**config.mk**
```make
export PLATFORM = sky130hd
export DESIGN_NAME = prompt_keyword_detector_unit
export DESIGN_NICKNAME = d
export VERILOG_FILES = /design/src/hdl/pkd_pkg.sv /design/src/hdl/pkd_hist.sv /design/src/hdl/pkd_patt.sv /design/src/hdl/pkd_match.sv /design/src/hdl/prompt_keyword_detector_unit.sv
export SDC_FILE = /design/constraint.sdc
export NUM_CORES = 2
export LEC_CHECK = 0
export ABC_AREA = 1
export BUFFER_PORTS_ARGS = -buffer_cell sky130_fd_sc_hd__buf_2
export CAP_MARGIN = 20
export CELL_PAD_IN_SITES_DETAIL_PLACEMENT = 0
export CELL_PAD_IN_SITES_GLOBAL_PLACEMENT = 1
export CORE_MARGIN = 5
export CORE_UTILIZATION = 45
export DETAILED_ROUTE_END_ITERATION = 6
export PLACE_DENSITY_LB_ADDON = 0.1
export SYNTH_ARGS = -nofsm -noshare
export SYNTH_HDL_FRONTEND = slang
export SYNTH_SLANG_ARGS = --single-unit
export TNS_END_PERCENT = 20
```
**constraint.sdc**
```tcl
create_clock -name clk -period 3.3 [get_ports clk]
set_input_delay 0.165 -clock clk [delete_from_list [all_inputs] [get_ports clk]]
set_output_delay 0.165 -clock clk [all_outputs]
set_load 0.01 [all_outputs]
```
**src/hdl/pkd_pkg.sv**
```systemverilog
// ----------------------------------------------------------------------------
// pkd_pkg
// Shared types and constants of the prompt keyword detector.
// ----------------------------------------------------------------------------
`timescale 1ns / 1ps
`default_nettype none

package pkd_pkg;

  // default store depths
  localparam int HISTORY_BYTES_DEF = 64;
  localparam int PATTERN_BYTES_DEF = 64;

  // line terminators
  localparam logic [7:0] CH_LF  = 8'h0A;
  localparam logic [7:0] CH_CR  = 8'h0D;
  localparam logic [7:0] CH_NUL = 8'h00;

  // command codes on the input tuser
  typedef enum logic [2:0] {
    OP_RX    = 3'd0,
    OP_HALTW = 3'd1,
    OP_WAITW = 3'd2,
    OP_CLEAR = 3'd3,
    OP_START = 3'd4,
    OP_STOP  = 3'd5,
    OP_ARM   = 3'd6
  } op_t;

  // keyword list select
  typedef enum logic {
    LIST_HALT = 1'b0,
    LIST_WAIT = 1'b1
  } list_t;

  // top level sequencer
  typedef enum logic [1:0] {
    S_IDLE  = 2'd0,
    S_CHECK = 2'd1,
    S_HSCAN = 2'd2,
    S_WSCAN = 2'd3
  } st_t;

  // scan request and response between sequencer and match unit
  typedef struct packed {
    logic  start;
    list_t sel;
  } scan_req_t;

  typedef struct packed {
    logic done;
    logic hit;
  } scan_rsp_t;

endpackage

`default_nettype wire

```
**src/hdl/pkd_hist.sv**
```systemverilog
// ----------------------------------------------------------------------------
// pkd_hist
// Ring buffer of the current line; read by offset back from the newest byte.
// ----------------------------------------------------------------------------
`timescale 1ns / 1ps
`default_nettype none

module pkd_hist #(
  parameter int HISTORY_BYTES = 64,
  parameter int PATTERN_BYTES = 64
) (
  input  wire                               clk,
  input  wire                               rst_n,
  input  wire                               wr_en,
  input  wire  [7:0]                        wr_byte,
  input  wire  [$clog2(PATTERN_BYTES)-1:0]  rd_off,
  output logic [7:0]                        rd_q,
  output logic                              rd_ok
);
  import pkd_pkg::*;

  localparam int HW = $clog2(HISTORY_BYTES);
  localparam int CW = $clog2(HISTORY_BYTES + 1);
  localparam int PW = $clog2(PATTERN_BYTES);
  localparam int AW = ((HW > PW) ? HW : PW) + 2;

  logic [7:0]    mem [HISTORY_BYTES];
  logic [HW-1:0] head_r, head_nxt;
  logic [CW-1:0] count_r, count_nxt;
  logic          line_end;
  logic [AW-1:0] pos;
  logic          ok_c;
  logic [HW-1:0] rd_idx;

  assign line_end = (wr_byte == CH_LF) || (wr_byte == CH_CR) || (wr_byte == CH_NUL);

  // head and count update
  always_comb begin
    head_nxt  = head_r;
    count_nxt = count_r;
    if (wr_en) begin
      if (line_end) begin
        count_nxt = '0;
      end else begin
        head_nxt = (head_r == HW'(HISTORY_BYTES - 1)) ? '0 : head_r + HW'(1);
        if (count_r != CW'(HISTORY_BYTES)) begin
          count_nxt = count_r + CW'(1);
        end
      end
    end
  end

  always_ff @(posedge clk) begin
    if (!rst_n) begin
      head_r  <= '0;
      count_r <= '0;
    end else begin
      head_r  <= head_nxt;
      count_r <= count_nxt;
    end
  end

  // offset back from newest byte -> ring index
  always_comb begin
    ok_c = AW'(rd_off) < AW'(count_r);
    pos  = AW'(head_r) + AW'(HISTORY_BYTES - 1) - AW'(rd_off);
    if (pos >= AW'(HISTORY_BYTES)) begin
      pos = pos - AW'(HISTORY_BYTES);
    end
    rd_idx = ok_c ? pos[HW-1:0] : '0;
  end

  // line memory, registered read
  always_ff @(posedge clk) begin
    if (wr_en && !line_end) begin
      mem[head_r] <= wr_byte;
    end
    rd_q  <= mem[rd_idx];
    rd_ok <= ok_c;
  end

endmodule

`default_nettype wire

```
**src/hdl/pkd_patt.sv**
```systemverilog
// ----------------------------------------------------------------------------
// pkd_patt
// Halt and wait keyword lists: append-only memories with fill counts.
// ----------------------------------------------------------------------------
`timescale 1ns / 1ps
`default_nettype none

module pkd_patt #(
  parameter int PATTERN_BYTES = 64
) (
  input  wire                                 clk,
  input  wire                                 rst_n,
  input  wire                                 wr_en,
  input  pkd_pkg::list_t                      wr_sel,
  input  wire  [7:0]                          wr_byte,
  input  wire                                 wr_start,
  input  wire                                 clear,
  input  pkd_pkg::list_t                      rd_sel,
  input  wire  [$clog2(PATTERN_BYTES)-1:0]    rd_addr,
  output logic [8:0]                          rd_q,
  output logic [$clog2(PATTERN_BYTES+1)-1:0]  halt_len,
  output logic [$clog2(PATTERN_BYTES+1)-1:0]  wait_len,
  output logic                                halt_full,
  output logic                                wait_full
);
  import pkd_pkg::*;

  localparam int IW = $clog2(PATTERN_BYTES);
  localparam int LW = $clog2(PATTERN_BYTES + 1);

  logic [8:0]    halt_mem [PATTERN_BYTES];
  logic [8:0]    wait_mem [PATTERN_BYTES];
  logic [LW-1:0] halt_len_r, halt_len_nxt;
  logic [LW-1:0] wait_len_r, wait_len_nxt;
  logic          halt_we, wait_we;
  logic [8:0]    halt_q, wait_q;
  list_t         sel_q;

  assign halt_full = (halt_len_r == LW'(PATTERN_BYTES));
  assign wait_full = (wait_len_r == LW'(PATTERN_BYTES));
  assign halt_we   = wr_en && (wr_sel == LIST_HALT) && !halt_full;
  assign wait_we   = wr_en && (wr_sel == LIST_WAIT) && !wait_full;
  assign halt_len  = halt_len_r;
  assign wait_len  = wait_len_r;

  // fill counts
  always_comb begin
    halt_len_nxt = halt_len_r;
    wait_len_nxt = wait_len_r;
    if (clear) begin
      halt_len_nxt = '0;
      wait_len_nxt = '0;
    end else begin
      if (halt_we) halt_len_nxt = halt_len_r + LW'(1);
      if (wait_we) wait_len_nxt = wait_len_r + LW'(1);
    end
  end

  always_ff @(posedge clk) begin
    if (!rst_n) begin
      halt_len_r <= '0;
      wait_len_r <= '0;
    end else begin
      halt_len_r <= halt_len_nxt;
      wait_len_r <= wait_len_nxt;
    end
  end

  // list memories; bit 8 marks the first byte of a word
  always_ff @(posedge clk) begin
    if (halt_we) begin
      halt_mem[halt_len_r[IW-1:0]] <= {wr_start, wr_byte};
    end
    halt_q <= halt_mem[rd_addr];
  end

  always_ff @(posedge clk) begin
    if (wait_we) begin
      wait_mem[wait_len_r[IW-1:0]] <= {wr_start, wr_byte};
    end
    wait_q <= wait_mem[rd_addr];
  end

  always_ff @(posedge clk) begin
    sel_q <= rd_sel;
  end

  assign rd_q = (sel_q == LIST_WAIT) ? wait_q : halt_q;

endmodule

`default_nettype wire

```
**src/hdl/pkd_match.sv**
```systemverilog
// ----------------------------------------------------------------------------
// pkd_match
// Suffix matcher: walks one keyword list from its last byte down, one byte
// compare per cycle against the line tail.
// ----------------------------------------------------------------------------
`timescale 1ns / 1ps
`default_nettype none

module pkd_match #(
  parameter int PATTERN_BYTES = 64
) (
  input  wire                                 clk,
  input  wire                                 rst_n,
  input  pkd_pkg::scan_req_t                  req,
  input  wire  [$clog2(PATTERN_BYTES+1)-1:0]  len,
  input  wire  [8:0]                          pat_q,
  input  wire  [7:0]                          hist_q,
  input  wire                                 hist_ok,
  output pkd_pkg::list_t                      pat_sel,
  output logic [$clog2(PATTERN_BYTES)-1:0]    pat_addr,
  output logic [$clog2(PATTERN_BYTES)-1:0]    hist_off,
  output pkd_pkg::scan_rsp_t                  rsp
);
  import pkd_pkg::*;

  localparam int IW = $clog2(PATTERN_BYTES);
  localparam int LW = $clog2(PATTERN_BYTES + 1);

  list_t         sel_r, sel_nxt;
  logic          iss_act_r, iss_act_nxt;
  logic [IW-1:0] iss_k_r, iss_k_nxt;
  logic          first_r, first_nxt;
  logic          cmp_v_r, cmp_v_nxt;
  logic [IW-1:0] cmp_j_r, cmp_j_nxt;
  logic          cmp_last_r, cmp_last_nxt;
  logic          bad_r, bad_nxt;
  logic [IW-1:0] j_iss;
  logic          byte_ok, word_bad, word_end;

  // tail offset of the entry being issued: restarts after a word start
  assign j_iss    = (first_r || pat_q[8]) ? '0 : cmp_j_r + IW'(1);
  assign pat_addr = iss_k_r;
  assign hist_off = j_iss;
  assign pat_sel  = sel_r;

  // shared byte compare
  assign byte_ok  = (pat_q[7:0] == hist_q) && hist_ok;
  assign word_bad = bad_r || !byte_ok;
  assign word_end = pat_q[8] || cmp_last_r;

  always_comb begin
    rsp.hit  = cmp_v_r && word_end && !word_bad;
    rsp.done = cmp_v_r && (rsp.hit || cmp_last_r);
  end

  // sequencer
  always_comb begin
    sel_nxt      = sel_r;
    iss_act_nxt  = iss_act_r;
    iss_k_nxt    = iss_k_r;
    first_nxt    = first_r;
    cmp_v_nxt    = 1'b0;
    cmp_j_nxt    = cmp_j_r;
    cmp_last_nxt = cmp_last_r;
    bad_nxt      = bad_r;
    if (req.start) begin
      sel_nxt     = req.sel;
      iss_act_nxt = 1'b1;
      iss_k_nxt   = IW'(len - LW'(1));
      first_nxt   = 1'b1;
      bad_nxt     = 1'b0;
    end else if (rsp.done) begin
      iss_act_nxt = 1'b0;
    end else begin
      if (iss_act_r) begin
        cmp_v_nxt    = 1'b1;
        cmp_j_nxt    = j_iss;
        cmp_last_nxt = (iss_k_r == '0);
        iss_act_nxt  = (iss_k_r != '0);
        iss_k_nxt    = iss_k_r - IW'(1);
        first_nxt    = 1'b0;
      end
      if (cmp_v_r) begin
        bad_nxt = word_end ? 1'b0 : word_bad;
      end
    end
  end

  always_ff @(posedge clk) begin
    if (!rst_n) begin
      iss_act_r <= 1'b0;
      cmp_v_r   <= 1'b0;
      first_r   <= 1'b0;
      bad_r     <= 1'b0;
      sel_r     <= LIST_HALT;
    end else begin
      iss_act_r <= iss_act_nxt;
      cmp_v_r   <= cmp_v_nxt;
      first_r   <= first_nxt;
      bad_r     <= bad_nxt;
      sel_r     <= sel_nxt;
    end
  end

  always_ff @(posedge clk) begin
    iss_k_r    <= iss_k_nxt;
    cmp_j_r    <= cmp_j_nxt;
    cmp_last_r <= cmp_last_nxt;
  end

endmodule

`default_nettype wire

```
**src/hdl/prompt_keyword_detector_unit.sv**
```systemverilog
// ----------------------------------------------------------------------------
// prompt_keyword_detector_unit
// Terminal stream keyword detector with halt and wait keyword lists.
// ----------------------------------------------------------------------------
// Usage:
//   in_*  : command words; tuser = opcode, tdata = data byte and word start.
//   out_* : one result word per command: halted, proceed, list_full.
//   cfg_* : write of wait_enable, taken at any cycle (write only when idle).
// Timing:
//   Non-receive commands load their result word at acceptance; it is valid
//   in the next cycle. A received byte is stored at acceptance, then the
//   halt list and, when needed, the wait list are scanned by one byte
//   comparator, one list byte per cycle; a hit ends a scan early. The
//   comparator and the single read port of each list memory set this rate.
//   in_tready is low while a byte is being checked, and also while the
//   result word is held and not yet taken.
// Reset:
//   Synchronous, active low: line empty, both lists empty, not running,
//   not waiting, wait_enable cleared. Memories are not cleared.
// Stall:
//   A result word holds on out_tdata until out_tready; no word is dropped.
// ----------------------------------------------------------------------------
`timescale 1ns / 1ps
`default_nettype none

module prompt_keyword_detector_unit #(
  parameter int HISTORY_BYTES = pkd_pkg::HISTORY_BYTES_DEF,
  parameter int PATTERN_BYTES = pkd_pkg::PATTERN_BYTES_DEF
) (
  input  wire         clk,
  input  wire         rst_n,
  input  wire         in_tvalid,
  output logic        in_tready,
  input  wire  [15:0] in_tdata,   // [7:0] data_byte, [8] word_start
  input  wire  [2:0]  in_tuser,   // [2:0] opcode
  output logic        out_tvalid,
  input  wire         out_tready,
  output logic [7:0]  out_tdata,  // [0] halted, [1] proceed, [2] list_full
  input  wire         cfg_valid,
  output logic        cfg_ready,
  input  wire         cfg_data
);
  import pkd_pkg::*;

  localparam int IW = $clog2(PATTERN_BYTES);
  localparam int LW = $clog2(PATTERN_BYTES + 1);

  st_t           state_r, state_nxt;
  logic          running_r, running_nxt;
  logic          waiting_r, waiting_nxt;
  logic          wait_en_r;
  logic          out_valid_r, out_valid_nxt;
  logic [2:0]    out_bits_r;
  logic          out_load;
  logic [2:0]    out_bits;
  logic          in_acc;
  op_t           op;
  logic          chk_wait;

  logic          hist_wr;
  logic [7:0]    hist_q;
  logic          hist_ok;
  logic [IW-1:0] hist_off;

  logic          patt_wr;
  list_t         patt_wr_sel;
  logic          patt_clear;
  list_t         patt_rd_sel;
  logic [IW-1:0] patt_addr;
  logic [8:0]    patt_q;
  logic [LW-1:0] halt_len, wait_len, scan_len;
  logic          halt_full, wait_full;

  scan_req_t     req;
  scan_rsp_t     rsp;

  assign in_tready  = (state_r == S_IDLE) && (!out_valid_r || out_tready);
  assign in_acc     = in_tvalid && in_tready;
  assign op         = op_t'(in_tuser);
  assign out_tvalid = out_valid_r;
  assign out_tdata  = {5'd0, out_bits_r};
  assign cfg_ready  = 1'b1;
  assign scan_len   = (req.sel == LIST_WAIT) ? wait_len : halt_len;

  // command decode and check sequencer
  always_comb begin
    state_nxt   = state_r;
    running_nxt = running_r;
    waiting_nxt = waiting_r;
    out_load    = 1'b0;
    out_bits    = 3'd0;
    hist_wr     = 1'b0;
    patt_wr     = 1'b0;
    patt_wr_sel = LIST_HALT;
    patt_clear  = 1'b0;
    req.start   = 1'b0;
    req.sel     = LIST_HALT;
    chk_wait    = 1'b0;
    case (state_r)
      S_IDLE: begin
        if (in_acc) begin
          case (op)
            OP_RX: begin
              hist_wr   = 1'b1;
              state_nxt = S_CHECK;
            end
            OP_HALTW: begin
              patt_wr     = 1'b1;
              patt_wr_sel = LIST_HALT;
              out_load    = 1'b1;
              out_bits[2] = halt_full;
            end
            OP_WAITW: begin
              patt_wr     = 1'b1;
              patt_wr_sel = LIST_WAIT;
              out_load    = 1'b1;
              out_bits[2] = wait_full;
            end
            OP_CLEAR: begin
              patt_clear = 1'b1;
              out_load   = 1'b1;
            end
            OP_START: begin
              running_nxt = 1'b1;
              waiting_nxt = wait_en_r;
              out_load    = 1'b1;
            end
            OP_STOP: begin
              running_nxt = 1'b0;
              waiting_nxt = 1'b0;
              out_load    = 1'b1;
            end
            OP_ARM: begin
              waiting_nxt = 1'b1;
              out_load    = 1'b1;
            end
            default: begin
              out_load = 1'b1;
            end
          endcase
        end
      end
      S_CHECK: begin
        if (!running_r) begin
          out_load  = 1'b1;
          state_nxt = S_IDLE;
        end else if (halt_len != '0) begin
          req.start = 1'b1;
          req.sel   = LIST_HALT;
          state_nxt = S_HSCAN;
        end else begin
          chk_wait = 1'b1;
        end
      end
      S_HSCAN: begin
        if (rsp.done) begin
          if (rsp.hit) begin
            out_load    = 1'b1;
            out_bits[0] = 1'b1;
            running_nxt = 1'b0;
            waiting_nxt = 1'b0;
            state_nxt   = S_IDLE;
          end else begin
            chk_wait = 1'b1;
          end
        end
      end
      S_WSCAN: begin
        if (rsp.done) begin
          out_load    = 1'b1;
          out_bits[1] = rsp.hit;
          if (rsp.hit) waiting_nxt = 1'b0;
          state_nxt   = S_IDLE;
        end
      end
      default: begin
        state_nxt = S_IDLE;
      end
    endcase

    // wait-list step after the halt list gave no match
    if (chk_wait) begin
      if (wait_en_r && waiting_r) begin
        if (wait_len == '0) begin
          out_load    = 1'b1;
          out_bits[1] = 1'b1;
          waiting_nxt = 1'b0;
          state_nxt   = S_IDLE;
        end else begin
          req.start = 1'b1;
          req.sel   = LIST_WAIT;
          state_nxt = S_WSCAN;
        end
      end else begin
        out_load  = 1'b1;
        state_nxt = S_IDLE;
      end
    end
  end

  // output register
  assign out_valid_nxt = out_load || (out_valid_r && !out_tready);

  always_ff @(posedge clk) begin
    if (!rst_n) begin
      state_r     <= S_IDLE;
      running_r   <= 1'b0;
      waiting_r   <= 1'b0;
      wait_en_r   <= 1'b0;
      out_valid_r <= 1'b0;
    end else begin
      state_r     <= state_nxt;
      running_r   <= running_nxt;
      waiting_r   <= waiting_nxt;
      out_valid_r <= out_valid_nxt;
      if (cfg_valid && cfg_ready) begin
        wait_en_r <= cfg_data;
      end
    end
  end

  always_ff @(posedge clk) begin
    if (out_load) begin
      out_bits_r <= out_bits;
    end
  end

  pkd_hist #(
    .HISTORY_BYTES (HISTORY_BYTES),
    .PATTERN_BYTES (PATTERN_BYTES)
  ) u_hist (
    .clk     (clk),
    .rst_n   (rst_n),
    .wr_en   (hist_wr),
    .wr_byte (in_tdata[7:0]),
    .rd_off  (hist_off),
    .rd_q    (hist_q),
    .rd_ok   (hist_ok)
  );

  pkd_patt #(
    .PATTERN_BYTES (PATTERN_BYTES)
  ) u_patt (
    .clk       (clk),
    .rst_n     (rst_n),
    .wr_en     (patt_wr),
    .wr_sel    (patt_wr_sel),
    .wr_byte   (in_tdata[7:0]),
    .wr_start  (in_tdata[8]),
    .clear     (patt_clear),
    .rd_sel    (patt_rd_sel),
    .rd_addr   (patt_addr),
    .rd_q      (patt_q),
    .halt_len  (halt_len),
    .wait_len  (wait_len),
    .halt_full (halt_full),
    .wait_full (wait_full)
  );

  pkd_match #(
    .PATTERN_BYTES (PATTERN_BYTES)
  ) u_match (
    .clk      (clk),
    .rst_n    (rst_n),
    .req      (req),
    .len      (scan_len),
    .pat_q    (patt_q),
    .hist_q   (hist_q),
    .hist_ok  (hist_ok),
    .pat_sel  (patt_rd_sel),
    .pat_addr (patt_addr),
    .hist_off (hist_off),
    .rsp      (rsp)
  );

  // halted and proceed never come together
  a_excl: assert property (@(posedge clk) disable iff (!rst_n)
    out_tvalid |-> !(out_tdata[0] && out_tdata[1]))
    else $error("halted and proceed set in one word");

  // matcher only answers while a scan is pending
  a_rsp_state: assert property (@(posedge clk) disable iff (!rst_n)
    rsp.done |-> (state_r == S_HSCAN || state_r == S_WSCAN))
    else $error("scan response outside a scan");

  // a halt result leaves the run stopped
  a_halt_stop: assert property (@(posedge clk) disable iff (!rst_n)
    (out_load && out_bits[0]) |=> (!running_r && !waiting_r))
    else $error("run still active after halt");

  // a non-receive command yields its word on the next cycle
  a_cmd_result: assert property (@(posedge clk) disable iff (!rst_n)
    (in_acc && op != OP_RX) |=> out_tvalid)
    else $error("command word missing");

endmodule

`default_nettype wire

```
==> flow_summary.json <==
{
  "result_of_the_run": "completed",
  "synth_sequential_area_ratio_pct": 72.1,
  "globalRouteMet1Util_pct": 36.0,
  "report.final.hold_viol_count": 0,
  "chipHeight_um": 410,
  "r2r-end": "u_hist.rd_q[3]",
  "fin_worst_hold_slack_ps": 27.6,
  "avgRoutedWirePerCell_um": 25.2,
  "via_count_of_the_first_global_routing_pass": 45835,
  "number_of_flops_mapped_to_enable_cells_by_yosys": 1680,
  "synthesis.area_per_instance_um2": 12.2,
  "report.final.slew_viol_count": 0,
  "chipWidth_um": 410,
  "p_per_area_mw_per_mm2": 554,
  "synth_area_leaders": "edfxtp_1 (70%), nor2_1 (5.3%), o21ai_0 (4.8%)",
  "report.final.setup_viol": 0,
  "clkSlewWorstSetupHoldPaths_ps": 60,
  "timing.hold.worst_path_depth": 2,
  "cp_data_required_time_ps": 3990,
  "hold_path_end": "u_patt.wait_mem[51][4]",
  "synth-warning-count": 0,
  "setup.worst_path.start": "u_match.cmp_j_r[0]",
  "ctsRootBufferMaster": "clkbuf_16",
  "antenna_found_initial": 6,
  "post_route_cells_drive_above_1_share_pct": 14.7,
  "slowest_stage": "edfxtp_1",
  "firstDrtPassIters": 5,
  "detailedPlacementHpwl_um": 126000,
  "path_delay_family": "simple AND/OR/NAND/NOR gates",
  "final_cell_mix": "edfxtp_1 (1,680), nor2_1 (1,011), o21ai_0 (675)",
  "fp.dieArea_mm2": 0.168,
  "number_of_different_library_cells_in_the_post_synthesis_netlist": 50,
  "ios": 36,
  "area.growth.synth_to_final_pct": 17.3,
  "syn_inst_count": 5868,
  "skew_ps": 23.4,
  "placed_cell_area_mm2": 0.0773,
  "final_nets": 6244,
  "number_of_flip_flops_and_latches_in_the_synthesized_netlist": 1746,
  "hold_path_class": "in2reg",
  "criticalPathCategory": "reg2reg",
  "ys.flop_type": "edfxtp_1",
  "groute.layer.met3.usage_pct": 3.85,
  "number_of_nets_still_failing_antenna_checks_after_routing": 0,
  "cts.sinks": 1746,
  "htreeDepth": 4,
  "core_region_mm2": 0.159,
  "routabilityCongestion": 0.855,
  "worst-r2r-cell-count": 22,
  "grt.total_usage_pct": 24.6,
  "cp_cell_sequence": "ha_2 -> nand2_2 -> nor2_2 -> inv_1 -> nand2_1 -> nand2_2 -> inv_2 -> ha_1 -> a21oi_2 -> nor3_2 -> a21oi_4 -> buf_6 -> buf_4 -> nand2_2 -> inv_2 -> nand3_4 -> buf_12 -> buf_12 -> nand3_1 -> nand3_1 -> nand3_1 -> nand2_1",
  "timing_worst_slew_pin_value_ps": 1110,
  "grtUsageMet2_pct": 38.9,
  "clkLatencyLatePin_ps": 800,
  "min-delay-start": "in_tdata[4]",
  "max-vdd-ir-drop_mv": 0.513,
  "worst-path-buf-inv": 7,
  "synth-async-reset-ratio_pct": 0,
  "vias": 48277,
  "final_min_period_over_clock_period_pct": 98.0,
  "leakage_component_of_the_power_nw": 29.4,
  "global_route.peak_usage_layer": "met2",
  "slowest_delay_ps": 410,
  "grt_pass1_wl_um": 309000,
  "tritoncts_clock_tree": "done",
  "overflow": 0,
  "cts_buffers": 182,
  "worst-r2r-setup-slack_ps": 60,
  "initial_core_util_pct": 45.3,
  "routed_wl_um": 212000,
  "cp-start-kind": "flop",
  "std_cell_rows": 146,
  "largest_net_degree_at_the_start_of_global_routing": 156,
  "setup.worst_path.end_class": "flop",
  "mostFrequentLayoutCell": "edfxtp_1",
  "relSlewSlack_pct": 26.3,
  "finish.utilization_pct": 53.1,
  "synthDominantAreaCellType": "edfxtp_1",
  "synthDominantCellAreaShare_pct": 70.2,
  "mappedNetlistArea_mm2": 0.0718,
  "worst_r2r_startpoint": "u_match.cmp_j_r[0]",
  "first_iter_violations": 4758,
  "drc": 0,
  "cp.arrival_ps": 3930,
  "max-clock-path-buffers": 3,
  "post_route_minimum_period_ps": 3240,
  "cp_max_fo": 23,
  "grt_setup_unrepaired": "true",
  "drt-vias-per-instance": 5.73,
  "stdcell_area_mm2": 0.0843,
  "max_cap_violations": 0,
  "power_mw": 46.7,
  "max_clock_freq_ghz": 0.309,
  "port_buffers": 22
}
-- report_power, final --
group          internal, mW  switching (mW)  leakage (nW)
registers              24.3          0.0622          15.6
logic                 0.478            1.21          10.9
clock network          12.0            8.62          2.91
total                  36.8            9.89          29.4
-- cell usage after synthesis (10+ instances only) --
cell type and count:
o21ai_0 689, nand4_1 126, nor2_1 1014, o211ai_1 61, dfxtp_1 66, buf_6 14
inv_1 399, nand2_1 316, o211ai_2 11, o21ai_1 14, o22ai_1 84, buf_4 12
nand3_1 545, clkbuf_1 268, edfxtp_1 1680, a21oi_1 65, buf_1 21, inv_2 10
or2_2 48, buf_2 76, nor3_1 25, a311o_1 18, ha_1 25, o221ai_1 207
-- routing by layer --
layer  vias up  share of wire (%)
met4         2                2.3
met1     24276                 45
met2      1599                 46
met5         -             0.0061
met3       299                6.6
li1      22101                  -
-- per-stage QoR --
step                      setup WS (ps)  instances  setup TNS [ps]
final                              64.7       8420               0
after global routing               -125       8417            -723
after CTS                          19.6       8400               0
after detailed placement           -113       8043            -660
after global placement             -176       8043            -846
after floorplan                     338       5872               0
-- worst max path at each step --
| stage | to | cells past startpoint | slack, ps |
|---|---|---|---|
| detailed placement | u_hist.rd_q[5] | 20 | -110 |
| floorplan | u_hist.rd_q[2] | 20 | 340 |
| global route | u_hist.rd_q[3] | 23 | -130 |
| CTS | u_hist.rd_q[6] | 20 | 20 |
| global placement | u_hist.rd_q[5] | 22 | -180 |
| finish | u_hist.rd_q[3] | 22 | 60 |
-- state kept, by name (all words and copies together), names as in the netlist, 2 cells and up --
name	cells
out_bits_r	3
state_r	2
u_hist.count_r	7
u_hist.head_r	6
u_hist.mem	512
u_hist.rd_q	8
u_match.cmp_j_r	6
u_match.pat_addr	6
u_patt.halt_len	7
u_patt.halt_mem	576
u_patt.halt_q	9
u_patt.wait_len	7
u_patt.wait_mem	576
u_patt.wait_q	9
-- area by class of cell --
type / instances / area [µm²]
Clock inverter: 87 / 1020
Sequential cell: 1746 / 51800
Timing Repair Buffer: 528 / 5160
Inverter: 414 / 1580
Clock buffer: 249 / 4960
Multi-Input combinational cell: 3321 / 17200
Antenna cell: 3 / 7.51
Tap cell: 2072 / 2590
Fill cell: 13610 / 74300
-- kinds of logic after synthesis --
| logic type | count (synthesis) | share of synthesized area, % |
|---|---|---|
| flops | 1746 | 72.1 |
| other cells | 2 | 0.0105 |
| simple gates | 2108 | 12.9 |
| fa+ha+maj | 26 | 0.463 |
| buf+inv | 805 | 4.55 |
| compound gates | 1174 | 9.97 |
| xor+xnor | 7 | 0.0853 |
-- repair_timing --
action,4_1_cts,5_1_grt
pin swaps,2,11
setup buffers,5,7
gates resized for setup,25,88
gates cloned,1,9
endpoints found under the hold margin,139,1
hold buffers,15,1
endpoints found under the setup margin,8,460
No activity file was read; power rests on OpenSTA's default activity.
